**src/design/jdc_pkg.sv**
```systemverilog
// ---------------------------------------------------------------------------
// jdc_pkg
// Shared widths, constants, reciprocal multipliers, the month offset table and
// the stage load struct of the day number / calendar date converter.
// ---------------------------------------------------------------------------
package jdc_pkg;

   // field widths
   localparam int YEAR_W     = 14;
   localparam int MONTH_W    = 4;
   localparam int DAY_W      = 5;
   localparam int HOUR_W     = 5;
   localparam int MINUTE_W   = 6;
   localparam int SECOND_W   = 6;
   localparam int DN_W       = 23;
   localparam int SOD_W      = 17;
   localparam int OUT_YEAR_W = 15;
   localparam int WDAY_W     = 3;
   // day number inside the pipe, one bit more than the port for the seconds carry
   localparam int Z_W        = 24;

   localparam int STAGES = 7;

   // function codes
   localparam logic FUNC_TO_DAY  = 1'b0;
   localparam logic FUNC_TO_DATE = 1'b1;

   localparam logic [SOD_W-1:0] SECS_PER_DAY = 17'd86400;
   localparam logic [Z_W-1:0]   GREG_START   = 24'd2299161;
   // 1524 less the fixed 2 of the century correction
   localparam logic [Z_W-1:0]   DN_BIAS      = 24'd1522;
   localparam logic [Z_W-1:0]   B_OFFSET     = 24'd1524;
   localparam logic [10:0]      DAYS_4Y      = 11'd1461;
   localparam logic [14:0]      YEAR_OFFSET  = 15'd4716;
   localparam logic [MONTH_W-1:0] MONTH_FEB  = 4'd2;

   // floor(n / d) as (n * ceil(2^k / d)) >> k, exact while n * d < 2^k
   localparam int CENT_SHIFT = 21;
   localparam logic [14:0] CENT_RECIP =
      15'(((64'd1 << CENT_SHIFT) + 64'd99) / 64'd100);

   // alpha = floor((4z - 7468865) / 146097)
   localparam int ALPHA_SHIFT = 43;
   localparam logic [25:0] ALPHA_RECIP =
      26'(((64'd1 << ALPHA_SHIFT) + 64'd146096) / 64'd146097);
   localparam logic [25:0] ALPHA_BIAS = 26'd7468865;

   // c = floor((20b - 2442) / 7305)
   localparam int CYC_SHIFT = 41;
   localparam logic [28:0] CYC_RECIP =
      29'(((64'd1 << CYC_SHIFT) + 64'd7304) / 64'd7305);
   localparam logic [27:0] CYC_BIAS = 28'd2442;

   localparam int WEEK_SHIFT = 27;
   localparam logic [24:0] WEEK_RECIP =
      25'(((64'd1 << WEEK_SHIFT) + 64'd6) / 64'd7);

   localparam int HOUR_SHIFT = 29;
   localparam logic [17:0] HOUR_RECIP =
      18'(((64'd1 << HOUR_SHIFT) + 64'd3599) / 64'd3600);

   localparam int MIN_SHIFT = 18;
   localparam logic [12:0] MIN_RECIP =
      13'(((64'd1 << MIN_SHIFT) + 64'd59) / 64'd60);

   // floor(30.6001 * k)
   function automatic logic [8:0] jdc_month_base(input logic [4:0] k);
      logic [8:0] base;
      unique case (k)
         5'd0:    base = 9'd0;
         5'd1:    base = 9'd30;
         5'd2:    base = 9'd61;
         5'd3:    base = 9'd91;
         5'd4:    base = 9'd122;
         5'd5:    base = 9'd153;
         5'd6:    base = 9'd183;
         5'd7:    base = 9'd214;
         5'd8:    base = 9'd244;
         5'd9:    base = 9'd275;
         5'd10:   base = 9'd306;
         5'd11:   base = 9'd336;
         5'd12:   base = 9'd367;
         5'd13:   base = 9'd397;
         5'd14:   base = 9'd428;
         5'd15:   base = 9'd459;
         5'd16:   base = 9'd489;
         default: base = 9'd0;
      endcase
      return base;
   endfunction

   typedef struct packed {
      logic s1;
      logic s2;
      logic s3;
      logic s4;
      logic s5;
      logic s6;
      logic s7;
   } jdc_load_type;

endpackage

```
**src/design/jdc_intf.sv**
```systemverilog
// ---------------------------------------------------------------------------
// jdc request and response channels
// Valid/ready channels carrying one conversion request and one result.
// ---------------------------------------------------------------------------
interface jdc_req_if import jdc_pkg::*; ();
   logic                valid;
   logic                ready;
   logic                func;
   logic [YEAR_W-1:0]   year;
   logic [MONTH_W-1:0]  month;
   logic [DAY_W-1:0]    day;
   logic [HOUR_W-1:0]   hour;
   logic [MINUTE_W-1:0] minute;
   logic [SECOND_W-1:0] second;
   logic [DN_W-1:0]     day_number;
   logic [SOD_W-1:0]    seconds_of_day;

   modport source (
      output valid, func, year, month, day, hour, minute, second,
             day_number, seconds_of_day,
      input  ready
   );
   modport sink (
      input  valid, func, year, month, day, hour, minute, second,
             day_number, seconds_of_day,
      output ready
   );
endinterface

interface jdc_rsp_if import jdc_pkg::*; ();
   logic                        valid;
   logic                        ready;
   logic [DN_W-1:0]             out_day_number;
   logic [SOD_W-1:0]            out_seconds;
   logic signed [OUT_YEAR_W-1:0] out_year;
   logic [MONTH_W-1:0]          out_month;
   logic [DAY_W-1:0]            out_day;
   logic [HOUR_W-1:0]           out_hour;
   logic [MINUTE_W-1:0]         out_minute;
   logic [SECOND_W-1:0]         out_second;
   logic [WDAY_W-1:0]           weekday;

   modport source (
      output valid, out_day_number, out_seconds, out_year, out_month, out_day,
             out_hour, out_minute, out_second, weekday,
      input  ready
   );
   modport sink (
      input  valid, out_day_number, out_seconds, out_year, out_month, out_day,
             out_hour, out_minute, out_second, weekday,
      output ready
   );
endinterface

```
**src/design/jdc_ctrl.sv**
```systemverilog
// ---------------------------------------------------------------------------
// jdc_ctrl
// Stage valid bits and per-stage load enables; a stage takes new data when it
// is empty or its content moves on, so bubbles close up under a stall.
// ---------------------------------------------------------------------------
module jdc_ctrl import jdc_pkg::*; (
   input  logic         clock,
   input  logic         reset,
   input  logic         in_valid,
   output logic         in_ready,
   output logic         out_valid,
   input  logic         out_ready,
   output jdc_load_type load
);

   logic [STAGES-1:0] valid_ff;
   logic [STAGES-1:0] valid_in;
   logic [STAGES-1:0] ready;
   logic [STAGES-1:0] upstream;
   logic [STAGES-1:0] ld;

   always_comb begin
      ready[STAGES-1] = !valid_ff[STAGES-1] || out_ready;
      for (int i = STAGES - 2; i >= 0; i--) begin
         ready[i] = !valid_ff[i] || ready[i+1];
      end
      upstream = {valid_ff[STAGES-2:0], in_valid};
      ld       = ready & upstream;
      valid_in = ld | (~ready & valid_ff);
   end

   always_ff @(posedge clock) begin
      if (reset) begin
         valid_ff <= '0;
      end else begin
         valid_ff <= valid_in;
      end
   end

   assign in_ready  = ready[0];
   assign out_valid = valid_ff[STAGES-1];

   assign load.s1 = ld[0];
   assign load.s2 = ld[1];
   assign load.s3 = ld[2];
   assign load.s4 = ld[3];
   assign load.s5 = ld[4];
   assign load.s6 = ld[5];
   assign load.s7 = ld[6];

endmodule

```
**src/design/jdc_front.sv**
```systemverilog
// ---------------------------------------------------------------------------
// jdc_front
// Stages 1 and 2: Gregorian date to day number, time of day to seconds, and
// the carry of whole days out of the seconds for both functions.
// ---------------------------------------------------------------------------
module jdc_front import jdc_pkg::*; (
   input  logic                clock,
   input  jdc_load_type        load,
   input  logic                func,
   input  logic [YEAR_W-1:0]   year,
   input  logic [MONTH_W-1:0]  month,
   input  logic [DAY_W-1:0]    day,
   input  logic [HOUR_W-1:0]   hour,
   input  logic [MINUTE_W-1:0] minute,
   input  logic [SECOND_W-1:0] second,
   input  logic [DN_W-1:0]     day_number,
   input  logic [SOD_W-1:0]    seconds_of_day,
   output logic                func_o,
   output logic [Z_W-1:0]      z_o,
   output logic [SOD_W-1:0]    secs_o
);

   // stage 1
   logic              early;
   logic [YEAR_W-1:0] cent_year;
   logic [14:0]       year_shift;
   logic [24:0]       day_prod;
   logic [28:0]       cent_prod;
   logic [4:0]        month_idx;
   logic [SOD_W-1:0]  tod;

   logic              func_s1_ff;
   logic [22:0]       days_s1_ff;
   logic [7:0]        cent_s1_ff;
   logic [8:0]        mbase_s1_ff;
   logic [DAY_W-1:0]  day_s1_ff;
   logic [SOD_W-1:0]  secs_s1_ff;
   logic [DN_W-1:0]   dn_s1_ff;

   // stage 2
   logic              carry;
   logic [SOD_W-1:0]  secs_in;
   logic [Z_W-1:0]    dn_date;
   logic [Z_W-1:0]    z_in;

   logic              func_s2_ff;
   logic [Z_W-1:0]    z_s2_ff;
   logic [SOD_W-1:0]  secs_s2_ff;

   always_comb begin
      // january and february count as months 13 and 14 of the year before
      early      = (month <= MONTH_FEB);
      cent_year  = year;
      if (early) begin
         cent_year = (year == '0) ? '0 : year - 14'd1;
      end
      year_shift = {1'b0, year} + YEAR_OFFSET - {14'd0, early};
      day_prod   = 25'(year_shift) * 25'(DAYS_4Y);
      cent_prod  = 29'(cent_year) * 29'(CENT_RECIP);
      month_idx  = early ? {1'b0, month} + 5'd13 : {1'b0, month} + 5'd1;
      tod        = 17'(hour) * 17'd3600 + 17'(minute) * 17'd60 + 17'(second);
   end

   always_ff @(posedge clock) begin
      if (load.s1) begin
         func_s1_ff  <= func;
         days_s1_ff  <= day_prod[24:2];
         cent_s1_ff  <= cent_prod[28:CENT_SHIFT];
         mbase_s1_ff <= jdc_month_base(month_idx);
         day_s1_ff   <= day;
         secs_s1_ff  <= (func == FUNC_TO_DATE) ? seconds_of_day : tod;
         dn_s1_ff    <= day_number;
      end
   end

   always_comb begin
      carry   = (secs_s1_ff >= SECS_PER_DAY);
      secs_in = carry ? secs_s1_ff - SECS_PER_DAY : secs_s1_ff;
      // century correction 2 - c + c/4, its constant folded into the bias
      dn_date = 24'(days_s1_ff) + 24'(mbase_s1_ff) + 24'(day_s1_ff)
              + 24'(cent_s1_ff[7:2]) - 24'(cent_s1_ff) - DN_BIAS;
      z_in    = ((func_s1_ff == FUNC_TO_DATE) ? 24'(dn_s1_ff) : dn_date) + 24'(carry);
   end

   always_ff @(posedge clock) begin
      if (load.s2) begin
         func_s2_ff <= func_s1_ff;
         z_s2_ff    <= z_in;
         secs_s2_ff <= secs_in;
      end
   end

   assign func_o = func_s2_ff;
   assign z_o    = z_s2_ff;
   assign secs_o = secs_s2_ff;

endmodule

```
**src/design/jdc_civil.sv**
```systemverilog
// ---------------------------------------------------------------------------
// jdc_civil
// Stages 3 to 7: day number to year, month and day, Julian calendar before
// the Gregorian reform and Gregorian from it on.
// ---------------------------------------------------------------------------
module jdc_civil import jdc_pkg::*; (
   input  logic                         clock,
   input  jdc_load_type                 load,
   input  logic [Z_W-1:0]               z,
   output logic signed [OUT_YEAR_W-1:0] year_o,
   output logic [MONTH_W-1:0]           month_o,
   output logic [DAY_W-1:0]             day_o
);

   localparam logic [4:0]  E_FIRST    = 5'd4;
   localparam int          E_LOW      = 5;
   localparam int          E_HIGH     = 15;
   localparam logic [4:0]  E_WRAP     = 5'd14;
   localparam logic [15:0] YEAR_LATE  = 16'd4716;
   localparam logic [15:0] YEAR_EARLY = 16'd4715;

   // stage 3
   logic           greg;
   logic [25:0]    n1_full;
   logic [24:0]    n1;
   logic [50:0]    alpha_prod;
   logic [Z_W-1:0] z_s3_ff;
   logic           greg_s3_ff;
   logic [7:0]     alpha_s3_ff;

   // stage 4
   logic [Z_W-1:0] inc;
   logic [Z_W-1:0] b_in;
   logic [27:0]    n2_in;
   logic [Z_W-1:0] b_s4_ff;
   logic [27:0]    n2_s4_ff;

   // stage 5
   logic [56:0]    c_prod;
   logic [Z_W-1:0] b_s5_ff;
   logic [14:0]    c_s5_ff;

   // stage 6
   logic [25:0]    d_prod;
   logic [Z_W-1:0] x_full;
   logic [8:0]     x_s6_ff;
   logic [14:0]    c_s6_ff;

   // stage 7
   logic [4:0]         e_val;
   logic [8:0]         base;
   logic [8:0]         day_full;
   logic [MONTH_W-1:0] month_in;
   logic [15:0]        year_full;

   logic signed [OUT_YEAR_W-1:0] year_s7_ff;
   logic [MONTH_W-1:0]           month_s7_ff;
   logic [DAY_W-1:0]             day_s7_ff;

   always_comb begin
      greg       = (z >= GREG_START);
      n1_full    = {z, 2'b00} - ALPHA_BIAS;
      n1         = greg ? n1_full[24:0] : '0;
      alpha_prod = 51'(n1) * 51'(ALPHA_RECIP);
   end

   always_ff @(posedge clock) begin
      if (load.s3) begin
         z_s3_ff     <= z;
         greg_s3_ff  <= greg;
         alpha_s3_ff <= alpha_prod[50:ALPHA_SHIFT];
      end
   end

   always_comb begin
      inc   = greg_s3_ff ? 24'd1 + 24'(alpha_s3_ff) - 24'(alpha_s3_ff[7:2]) : '0;
      b_in  = z_s3_ff + B_OFFSET + inc;
      // 20b - 2442 is 100b - 12210 scaled down by 5
      n2_in = 28'({b_in, 4'b0000}) + 28'({b_in, 2'b00}) - CYC_BIAS;
   end

   always_ff @(posedge clock) begin
      if (load.s4) begin
         b_s4_ff  <= b_in;
         n2_s4_ff <= n2_in;
      end
   end

   assign c_prod = 57'(n2_s4_ff) * 57'(CYC_RECIP);

   always_ff @(posedge clock) begin
      if (load.s5) begin
         b_s5_ff <= b_s4_ff;
         c_s5_ff <= c_prod[55:CYC_SHIFT];
      end
   end

   always_comb begin
      d_prod = 26'(c_s5_ff) * 26'(DAYS_4Y);
      // days since the start of the march-based year, always within 123..488
      x_full = b_s5_ff - d_prod[25:2];
   end

   always_ff @(posedge clock) begin
      if (load.s6) begin
         x_s6_ff <= x_full[8:0];
         c_s6_ff <= c_s5_ff;
      end
   end

   always_comb begin
      e_val = E_FIRST;
      base  = jdc_month_base(E_FIRST);
      for (int k = E_LOW; k <= E_HIGH; k++) begin
         if (x_s6_ff > jdc_month_base(5'(k))) begin
            e_val = 5'(k);
            base  = jdc_month_base(5'(k));
         end
      end
      day_full  = x_s6_ff - base;
      month_in  = (e_val < E_WRAP) ? 4'(e_val - 5'd1) : 4'(e_val - 5'd13);
      year_full = (month_in > MONTH_FEB) ? {1'b0, c_s6_ff} - YEAR_LATE
                                         : {1'b0, c_s6_ff} - YEAR_EARLY;
   end

   always_ff @(posedge clock) begin
      if (load.s7) begin
         year_s7_ff  <= signed'(year_full[OUT_YEAR_W-1:0]);
         month_s7_ff <= month_in;
         day_s7_ff   <= day_full[DAY_W-1:0];
      end
   end

   assign year_o  = year_s7_ff;
   assign month_o = month_s7_ff;
   assign day_o   = day_s7_ff;

endmodule

```
**src/design/jdc_clock.sv**
```systemverilog
// ---------------------------------------------------------------------------
// jdc_clock
// Stages 3 to 7: seconds of day to hour, minute and second, the weekday, and
// the day number and seconds carried along to the result.
// ---------------------------------------------------------------------------
module jdc_clock import jdc_pkg::*; (
   input  logic                clock,
   input  jdc_load_type        load,
   input  logic                func,
   input  logic [Z_W-1:0]      z,
   input  logic [SOD_W-1:0]    secs,
   output logic                func_o,
   output logic [DN_W-1:0]     day_number_o,
   output logic [SOD_W-1:0]    seconds_o,
   output logic [HOUR_W-1:0]   hour_o,
   output logic [MINUTE_W-1:0] minute_o,
   output logic [SECOND_W-1:0] second_o,
   output logic [WDAY_W-1:0]   weekday_o
);

   // stage 3
   logic [Z_W-1:0]      zp1;
   logic [48:0]         week_prod;
   logic [34:0]         hour_prod;
   logic                func_s3_ff;
   logic [Z_W-1:0]      zp1_s3_ff;
   logic [DN_W-1:0]     dn_s3_ff;
   logic [SOD_W-1:0]    secs_s3_ff;
   logic [20:0]         wq_s3_ff;
   logic [HOUR_W-1:0]   hour_s3_ff;

   // stage 4
   logic [Z_W-1:0]      wd_full;
   logic [SOD_W-1:0]    rem_full;
   logic                func_s4_ff;
   logic [DN_W-1:0]     dn_s4_ff;
   logic [SOD_W-1:0]    secs_s4_ff;
   logic [HOUR_W-1:0]   hour_s4_ff;
   logic [11:0]         rem_s4_ff;
   logic [WDAY_W-1:0]   wday_s4_ff;

   // stage 5
   logic [24:0]         min_prod;
   logic                func_s5_ff;
   logic [DN_W-1:0]     dn_s5_ff;
   logic [SOD_W-1:0]    secs_s5_ff;
   logic [HOUR_W-1:0]   hour_s5_ff;
   logic [11:0]         rem_s5_ff;
   logic [MINUTE_W-1:0] min_s5_ff;
   logic [WDAY_W-1:0]   wday_s5_ff;

   // stage 6
   logic [11:0]         sec_full;
   logic                func_s6_ff;
   logic [DN_W-1:0]     dn_s6_ff;
   logic [SOD_W-1:0]    secs_s6_ff;
   logic [HOUR_W-1:0]   hour_s6_ff;
   logic [MINUTE_W-1:0] min_s6_ff;
   logic [SECOND_W-1:0] sec_s6_ff;
   logic [WDAY_W-1:0]   wday_s6_ff;

   // stage 7
   logic                func_s7_ff;
   logic [DN_W-1:0]     dn_s7_ff;
   logic [SOD_W-1:0]    secs_s7_ff;
   logic [HOUR_W-1:0]   hour_s7_ff;
   logic [MINUTE_W-1:0] min_s7_ff;
   logic [SECOND_W-1:0] sec_s7_ff;
   logic [WDAY_W-1:0]   wday_s7_ff;

   always_comb begin
      zp1       = z + 24'd1;
      week_prod = 49'(zp1) * 49'(WEEK_RECIP);
      hour_prod = 35'(secs) * 35'(HOUR_RECIP);
   end

   always_ff @(posedge clock) begin
      if (load.s3) begin
         func_s3_ff <= func;
         zp1_s3_ff  <= zp1;
         dn_s3_ff   <= z[DN_W-1:0];
         secs_s3_ff <= secs;
         wq_s3_ff   <= week_prod[47:WEEK_SHIFT];
         hour_s3_ff <= hour_prod[33:HOUR_SHIFT];
      end
   end

   always_comb begin
      // (z + 1) mod 7, with 7q formed as 8q - q
      wd_full  = zp1_s3_ff - (24'({wq_s3_ff, 3'b000}) - 24'(wq_s3_ff));
      rem_full = secs_s3_ff - 17'(hour_s3_ff) * 17'd3600;
   end

   always_ff @(posedge clock) begin
      if (load.s4) begin
         func_s4_ff <= func_s3_ff;
         dn_s4_ff   <= dn_s3_ff;
         secs_s4_ff <= secs_s3_ff;
         hour_s4_ff <= hour_s3_ff;
         rem_s4_ff  <= rem_full[11:0];
         wday_s4_ff <= wd_full[WDAY_W-1:0];
      end
   end

   assign min_prod = 25'(rem_s4_ff) * 25'(MIN_RECIP);

   always_ff @(posedge clock) begin
      if (load.s5) begin
         func_s5_ff <= func_s4_ff;
         dn_s5_ff   <= dn_s4_ff;
         secs_s5_ff <= secs_s4_ff;
         hour_s5_ff <= hour_s4_ff;
         rem_s5_ff  <= rem_s4_ff;
         min_s5_ff  <= min_prod[23:MIN_SHIFT];
         wday_s5_ff <= wday_s4_ff;
      end
   end

   assign sec_full = rem_s5_ff - 12'(min_s5_ff) * 12'd60;

   always_ff @(posedge clock) begin
      if (load.s6) begin
         func_s6_ff <= func_s5_ff;
         dn_s6_ff   <= dn_s5_ff;
         secs_s6_ff <= secs_s5_ff;
         hour_s6_ff <= hour_s5_ff;
         min_s6_ff  <= min_s5_ff;
         sec_s6_ff  <= sec_full[SECOND_W-1:0];
         wday_s6_ff <= wday_s5_ff;
      end
   end

   always_ff @(posedge clock) begin
      if (load.s7) begin
         func_s7_ff <= func_s6_ff;
         dn_s7_ff   <= dn_s6_ff;
         secs_s7_ff <= secs_s6_ff;
         hour_s7_ff <= hour_s6_ff;
         min_s7_ff  <= min_s6_ff;
         sec_s7_ff  <= sec_s6_ff;
         wday_s7_ff <= wday_s6_ff;
      end
   end

   assign func_o       = func_s7_ff;
   assign day_number_o = dn_s7_ff;
   assign seconds_o    = secs_s7_ff;
   assign hour_o       = hour_s7_ff;
   assign minute_o     = min_s7_ff;
   assign second_o     = sec_s7_ff;
   assign weekday_o    = wday_s7_ff;

endmodule

```
**src/design/julian_day_date_convert.sv**
```systemverilog
// ---------------------------------------------------------------------------
// julian_day_date_convert
// Converts a date and time to a Julian day number counted from midnight, or
// a day number and seconds back to a date and time, with the weekday.
//
//   channel   direction   handshake             carries
//   req_ch    in          valid / ready         func, date, time, day number
//   rsp_ch    out         valid / ready         day number, date, time, weekday
//
// Seven register stages; one item enters every cycle unless a stalled result
// has backed up the pipe, and its result passes through each stage in turn.
// The depth is set by the chain of reciprocal multiplies on the date path
// (alpha, cycle year, days of the cycle year, month). Reset clears only the
// stage valid bits. A stalled result holds the last stage while earlier stages
// keep filling, so a stall closes up bubbles and drops nothing.
// ---------------------------------------------------------------------------
module julian_day_date_convert import jdc_pkg::*; (
   input  logic       clock,
   input  logic       reset,
   jdc_req_if.sink    req_ch,
   jdc_rsp_if.source  rsp_ch
);

   jdc_load_type load;

   logic           in_ready;
   logic           out_valid;

   logic           func_s2;
   logic [Z_W-1:0] z_s2;
   logic [SOD_W-1:0] secs_s2;

   logic signed [OUT_YEAR_W-1:0] civ_year;
   logic [MONTH_W-1:0]           civ_month;
   logic [DAY_W-1:0]             civ_day;

   logic                func_out;
   logic [DN_W-1:0]     dn_out;
   logic [SOD_W-1:0]    secs_out;
   logic [HOUR_W-1:0]   hour_out;
   logic [MINUTE_W-1:0] min_out;
   logic [SECOND_W-1:0] sec_out;
   logic [WDAY_W-1:0]   wday_out;

   logic to_date;

   jdc_ctrl u_ctrl (
      .clock     (clock),
      .reset     (reset),
      .in_valid  (req_ch.valid),
      .in_ready  (in_ready),
      .out_valid (out_valid),
      .out_ready (rsp_ch.ready),
      .load      (load)
   );

   jdc_front u_front (
      .clock          (clock),
      .load           (load),
      .func           (req_ch.func),
      .year           (req_ch.year),
      .month          (req_ch.month),
      .day            (req_ch.day),
      .hour           (req_ch.hour),
      .minute         (req_ch.minute),
      .second         (req_ch.second),
      .day_number     (req_ch.day_number),
      .seconds_of_day (req_ch.seconds_of_day),
      .func_o         (func_s2),
      .z_o            (z_s2),
      .secs_o         (secs_s2)
   );

   jdc_civil u_civil (
      .clock   (clock),
      .load    (load),
      .z       (z_s2),
      .year_o  (civ_year),
      .month_o (civ_month),
      .day_o   (civ_day)
   );

   jdc_clock u_clock (
      .clock        (clock),
      .load         (load),
      .func         (func_s2),
      .z            (z_s2),
      .secs         (secs_s2),
      .func_o       (func_out),
      .day_number_o (dn_out),
      .seconds_o    (secs_out),
      .hour_o       (hour_out),
      .minute_o     (min_out),
      .second_o     (sec_out),
      .weekday_o    (wday_out)
   );

   assign to_date = (func_out == FUNC_TO_DATE);

   assign req_ch.ready = in_ready;
   assign rsp_ch.valid = out_valid;

   // date and time fields read as zero for a date to day number transfer
   assign rsp_ch.out_day_number = dn_out;
   assign rsp_ch.out_seconds    = secs_out;
   assign rsp_ch.out_year       = to_date ? civ_year  : '0;
   assign rsp_ch.out_month      = to_date ? civ_month : '0;
   assign rsp_ch.out_day        = to_date ? civ_day   : '0;
   assign rsp_ch.out_hour       = to_date ? hour_out  : '0;
   assign rsp_ch.out_minute     = to_date ? min_out   : '0;
   assign rsp_ch.out_second     = to_date ? sec_out   : '0;
   assign rsp_ch.weekday        = wday_out;

endmodule

```
**src/flat_wrapper.sv**
```systemverilog
// flat-port wrapper written by rule: the top's interface ports become plain ports
module julian_day_date_convert_flat import jdc_pkg::*;
  (clock, reset, req_ch_valid, req_ch_func, req_ch_year, req_ch_month, req_ch_day, req_ch_hour, req_ch_minute, req_ch_second, req_ch_day_number, req_ch_seconds_of_day, req_ch_ready, rsp_ch_valid, rsp_ch_out_day_number, rsp_ch_out_seconds, rsp_ch_out_year, rsp_ch_out_month, rsp_ch_out_day, rsp_ch_out_hour, rsp_ch_out_minute, rsp_ch_out_second, rsp_ch_weekday, rsp_ch_ready);
  jdc_req_if req_ch_i ();
  jdc_rsp_if rsp_ch_i ();
  input  logic clock;
  input  logic reset;
  input wire logic [$bits(req_ch_i.valid)-1:0] req_ch_valid;
  input wire logic [$bits(req_ch_i.func)-1:0] req_ch_func;
  input wire logic [$bits(req_ch_i.year)-1:0] req_ch_year;
  input wire logic [$bits(req_ch_i.month)-1:0] req_ch_month;
  input wire logic [$bits(req_ch_i.day)-1:0] req_ch_day;
  input wire logic [$bits(req_ch_i.hour)-1:0] req_ch_hour;
  input wire logic [$bits(req_ch_i.minute)-1:0] req_ch_minute;
  input wire logic [$bits(req_ch_i.second)-1:0] req_ch_second;
  input wire logic [$bits(req_ch_i.day_number)-1:0] req_ch_day_number;
  input wire logic [$bits(req_ch_i.seconds_of_day)-1:0] req_ch_seconds_of_day;
  output wire logic [$bits(req_ch_i.ready)-1:0] req_ch_ready;
  output wire logic [$bits(rsp_ch_i.valid)-1:0] rsp_ch_valid;
  output wire logic [$bits(rsp_ch_i.out_day_number)-1:0] rsp_ch_out_day_number;
  output wire logic [$bits(rsp_ch_i.out_seconds)-1:0] rsp_ch_out_seconds;
  output wire logic [$bits(rsp_ch_i.out_year)-1:0] rsp_ch_out_year;
  output wire logic [$bits(rsp_ch_i.out_month)-1:0] rsp_ch_out_month;
  output wire logic [$bits(rsp_ch_i.out_day)-1:0] rsp_ch_out_day;
  output wire logic [$bits(rsp_ch_i.out_hour)-1:0] rsp_ch_out_hour;
  output wire logic [$bits(rsp_ch_i.out_minute)-1:0] rsp_ch_out_minute;
  output wire logic [$bits(rsp_ch_i.out_second)-1:0] rsp_ch_out_second;
  output wire logic [$bits(rsp_ch_i.weekday)-1:0] rsp_ch_weekday;
  input wire logic [$bits(rsp_ch_i.ready)-1:0] rsp_ch_ready;
  assign req_ch_i.valid = req_ch_valid;
  assign req_ch_i.func = req_ch_func;
  assign req_ch_i.year = req_ch_year;
  assign req_ch_i.month = req_ch_month;
  assign req_ch_i.day = req_ch_day;
  assign req_ch_i.hour = req_ch_hour;
  assign req_ch_i.minute = req_ch_minute;
  assign req_ch_i.second = req_ch_second;
  assign req_ch_i.day_number = req_ch_day_number;
  assign req_ch_i.seconds_of_day = req_ch_seconds_of_day;
  assign req_ch_ready = req_ch_i.ready;
  assign rsp_ch_valid = rsp_ch_i.valid;
  assign rsp_ch_out_day_number = rsp_ch_i.out_day_number;
  assign rsp_ch_out_seconds = rsp_ch_i.out_seconds;
  assign rsp_ch_out_year = rsp_ch_i.out_year;
  assign rsp_ch_out_month = rsp_ch_i.out_month;
  assign rsp_ch_out_day = rsp_ch_i.out_day;
  assign rsp_ch_out_hour = rsp_ch_i.out_hour;
  assign rsp_ch_out_minute = rsp_ch_i.out_minute;
  assign rsp_ch_out_second = rsp_ch_i.out_second;
  assign rsp_ch_weekday = rsp_ch_i.weekday;
  assign rsp_ch_i.ready = rsp_ch_ready;
  julian_day_date_convert u_core (.clock(clock), .reset(reset), .req_ch(req_ch_i), .rsp_ch(rsp_ch_i));
endmodule
```
**config.mk**
```make
export PLATFORM = sky130hd
export DESIGN_NAME = julian_day_date_convert_flat
export DESIGN_NICKNAME = d
export VERILOG_FILES = /design/src/design/jdc_pkg.sv /design/src/design/jdc_intf.sv /design/src/design/jdc_ctrl.sv /design/src/design/jdc_front.sv /design/src/design/jdc_civil.sv /design/src/design/jdc_clock.sv /design/src/design/julian_day_date_convert.sv /design/src/flat_wrapper.sv
export SDC_FILE = /design/constraint.sdc
export NUM_CORES = 2
export LEC_CHECK = 0
export BUFFER_PORTS_ARGS = -buffer_cell sky130_fd_sc_hd__clkbuf_2
export CAP_MARGIN = 40
export CORE_MARGIN = 3
export CORE_UTILIZATION = 40
export DETAILED_ROUTE_END_ITERATION = 10
export PLACE_DENSITY = 0.61
export RECOVER_POWER = 50
export SYNTH_ARGS = -nofsm -noshare
export SYNTH_HDL_FRONTEND = slang
export SYNTH_HIERARCHICAL = 1
export SYNTH_SLANG_ARGS = --single-unit
export TNS_END_PERCENT = 20
```
**constraint.sdc**
```tcl
create_clock -name clock -period 11.2 [get_ports clock]
set_clock_uncertainty 0.15 [all_clocks]
set_input_delay 2.24 -clock clock [delete_from_list [all_inputs] [get_ports clock]]
set_output_delay 2.24 -clock clock [all_outputs]
set_load 0.05 [all_outputs]
```
==> results.sh <==
export IMPL_status="complete, but fails checks"
export IMPL_failed_checks="max-capacitance violations, max-slew violations"
export IMPL_cp_arrival_ps=10410
export IMPL_regArea_um2=16700
export IMPL_start_util=0.403
export IMPL_drv_cap=7
export IMPL_avgViaCountPerCell=4.89
export IMPL_io_pins=171
export IMPL_htree_levels=2
export IMPL_dr_pass1_iters=5
export IMPL_final_core_util=0.438
export IMPL_port_buffers=170
export IMPL_post_cts_buffers=0
export IMPL_hold_buffers=0
export IMPL_reg2reg_from="u_core/u_front/z_o[0]$_DFFE_PP_"
export IMPL_yosysUniqueCellTypes=113
export IMPL_cts_resized=0
export IMPL_max_clock_path_buffers=3
export IMPL_netlist_area_um2=69300
export IMPL_dpl_hpwl_um=135000
export IMPL_cp_max_fo=18
export IMPL_worst_pin_slew_ps=3770
export IMPL_min_from="u_core/u_clock/min_s6_ff[3]$_DFFE_PP_"
export IMPL_nets=8782
export IMPL_async_flop_share=0
export IMPL_yosysWarnings=6
export IMPL_die_area_um2=178000
export IMPL_slowest_stage="a31oi_2"
export IMPL_clock_fmax_mhz=98.6
export IMPL_grt_pass1_vias=46300
export IMPL_synth_xor_area_share=0.0403
export IMPL_startpoint="u_core/u_front/z_o[0]$_DFFE_PP_"
export IMPL_wl_per_cell_um=17.6
export IMPL_ys_seq_area_frac=0.241
export IMPL_synthSimpleGateAreaFrac=0.0552
export IMPL_syn_area_per_cell_um2=11.1
export IMPL_clock_latency_ps=660
export IMPL_cts_buffers=60
export IMPL_synthToLayoutAreaGrowth_pct=8.71
export IMPL_synth_edf_count=552
export IMPL_grt_antenna_before_repair=5
export IMPL_syn_nets=8540
export IMPL_ys_flop_type="edfxtp_1"
export IMPL_final_min_clock_period_ps=10140
export IMPL_cp_end_kind="register"
export IMPL_routed_via_count=43200
export IMPL_cpPeakStageDelay_ps=730
export IMPL_synthCells=6218
export IMPL_drtIter0Drc=2142
export IMPL_die_w_um=422
export IMPL_clkTransAtPathRegs_ps=60
export IMPL_place_area_um2=73400
export IMPL_grt_max_degree=72
export IMPL_yosys_area_share_adder=0.500
export IMPL_setup_ws_ps=1060
export IMPL_cts_sinks=559
export IMPL_hold_viol=0
export IMPL_std_cell_rows=152
export IMPL_required_ps=11470
export IMPL_worstSetupPathType="register to register"
export IMPL_layout_drive_gt1_share=0.0594
export IMPL_ys_ff_latch=559
export IMPL_timing_setup_tns_ps=0
export IMPL_die_y_um=422
export IMPL_multi_input_area_um2=46400
export IMPL_cts_tree="done"
export IMPL_track_usage=0.178
export IMPL_wl_um=156000
export IMPL_fillers=16200
export IMPL_rsz0062_at_grt="no"
export IMPL_critPathLaunchType="register"
export IMPL_cts_root_buffer="clkbuf_16"
export IMPL_ant_nets=0
export IMPL_synth_compound_area_frac=0.0719
export IMPL_core_um2=172000
export IMPL_final_setup_viol_count=0
export IMPL_finalMaxSlewViolations=222
export IMPL_drc=0
export IMPL_slew_headroom=-1.52
export IMPL_period_share=0.906
export IMPL_post_place_ws_ps=917
export IMPL_grt_pass1_wl_um=253000
export IMPL_globalplace_congestion=0.931
export IMPL_hp_class="register to register"
export IMPL_synth_area_mux_share=0.00294
export IMPL_design_area_um2=75400
export IMPL_overflow=0
export IMPL_synth_top_family_by_area="adder cells"
critical path: cells and delay by family, from the launching register on:
family / cells / cell delay (ps)
and+or+nand+nor: 2 / 650
AOI/OAI and AO/OA: 12 / 3810
DFF: 1 / 380
buffers and inverters: 8 / 1120
adders and majority gates: 9 / 3700
xor gates and xnor gates: 1 / 80
registers in the layout, summed over array words and instances (netlist names), 17 cells and up, named ones only:
name and cells:
u_core/u_clock/dn_s5_ff 23, u_core/u_civil/z_s3_ff 24, u_core/u_front/days_s1_ff 23, u_core/u_clock/secs_s4_ff 17
u_core/u_clock/dn_s6_ff 23, u_core/u_clock/secs_s3_ff 17, u_core/u_clock/day_number_o 23, u_core/u_front/secs_o 17
u_core/u_front/z_o 24, u_core/u_clock/secs_s5_ff 17, u_core/u_clock/seconds_o 17, u_core/u_front/dn_s1_ff 23
u_core/u_front/secs_s1_ff 17, u_core/u_civil/n2_s4_ff 26, u_core/u_clock/dn_s3_ff 23, u_core/u_clock/secs_s6_ff 17
u_core/u_clock/dn_s4_ff 23
cells in the final DEF (no fill, tap or decap), types with 26 or more instances in the layout:
cell type	instances
a211oi_1	31
a21o_1	129
a21oi_1	193
and2_2	41
and3_1	40
buf_4	30
clkbuf_1	50
clkbuf_16	60
clkbuf_2	149
edfxtp_1	552
fa_1	884
ha_1	1353
inv_1	1588
nand2_1	163
nand3_1	66
nand4_1	28
nor2_1	160
nor2b_1	40
nor3_1	47
o21a_1	26
o21ai_0	118
o21bai_1	46
xnor2_1	207
xor2_1	106
cells in the mapped netlist, drive strengths merged (14+ instances only):
library cell,n,area [µm²]
or2,18,113
edfxtp,552,16600
o211ai,16,120
nand3,68,365
clkbuf,23,92.6
and2,60,430
nand4,28,190
xnor2,208,1830
nand2b,24,150
a211oi,35,290
fa,884,17700
a31oi,19,125
a21o,131,986
ha,1353,16900
nor2,160,601
o21ai,125,629
nand2,164,618
buf,15,101
and3,41,262
o21bai,47,357
o21a,27,204
nor3,49,268
nor4,14,93.8
xor2,107,945
nor2b,40,250
a21oi,195,983
inv,1588,5960
path summary, 6_finish.rpt:
| path | end | slack [ps] | cells past startpoint |
|---|---|---|---|
| setup / recovery | u_core/u_civil/alpha_s3_ff[7]$_DFFE_PP_ | 1060 | 32 |
| hold / removal | u_core/u_clock/minute_o[3]$_DFFE_PP_ | 260 | 0 |
| setup reg to reg | u_core/u_civil/alpha_s3_ff[7]$_DFFE_PP_ | 1060 | 32 |
| hold reg to reg | u_core/u_clock/minute_o[3]$_DFFE_PP_ | 260 | 0 |
per-layer routing:
layer / vias up / part of all wire / track usage
met4: 4 / 0.022 / 0.0383
met2: 758 / 0.48 / 0.305
met5: - / 0.00051 / 0
li1: 20900 / - / -
met3: 183 / 0.040 / 0.0213
met1: 21300 / 0.46 / 0.243
logic make-up after synthesis:
logic type | count (synthesis)
fa+ha+maj | 2237
compound gates | 736
simple gates | 723
buf+inv | 1629
xor+xnor | 316
mux | 18
flops | 559
metrics by stage:
stage | cells | hold WS (ps)
after floorplan | 6218 | 250
after global placement | 8695 | 251
after detailed placement | 8708 | 255
after CTS | 8821 | 260
after global routing | 8822 | 259
final | 8824 | 260
area by class of cell:
| type | count | share of cell area |
|---|---|---|
| timing repair buffer | 218 | 0.0152 |
| inverter | 1591 | 0.0793 |
| antenna | 3 | 0.0000996 |
| multi-input combinational | 4030 | 0.616 |
| clock inverter | 39 | 0.00848 |
| sequential | 559 | 0.222 |
| clock buffer | 74 | 0.0206 |
| tap | 2310 | 0.0384 |
Power is not shown: default switching activity piles up to over one toggle a cycle in this logic, so the estimate is an artifact.
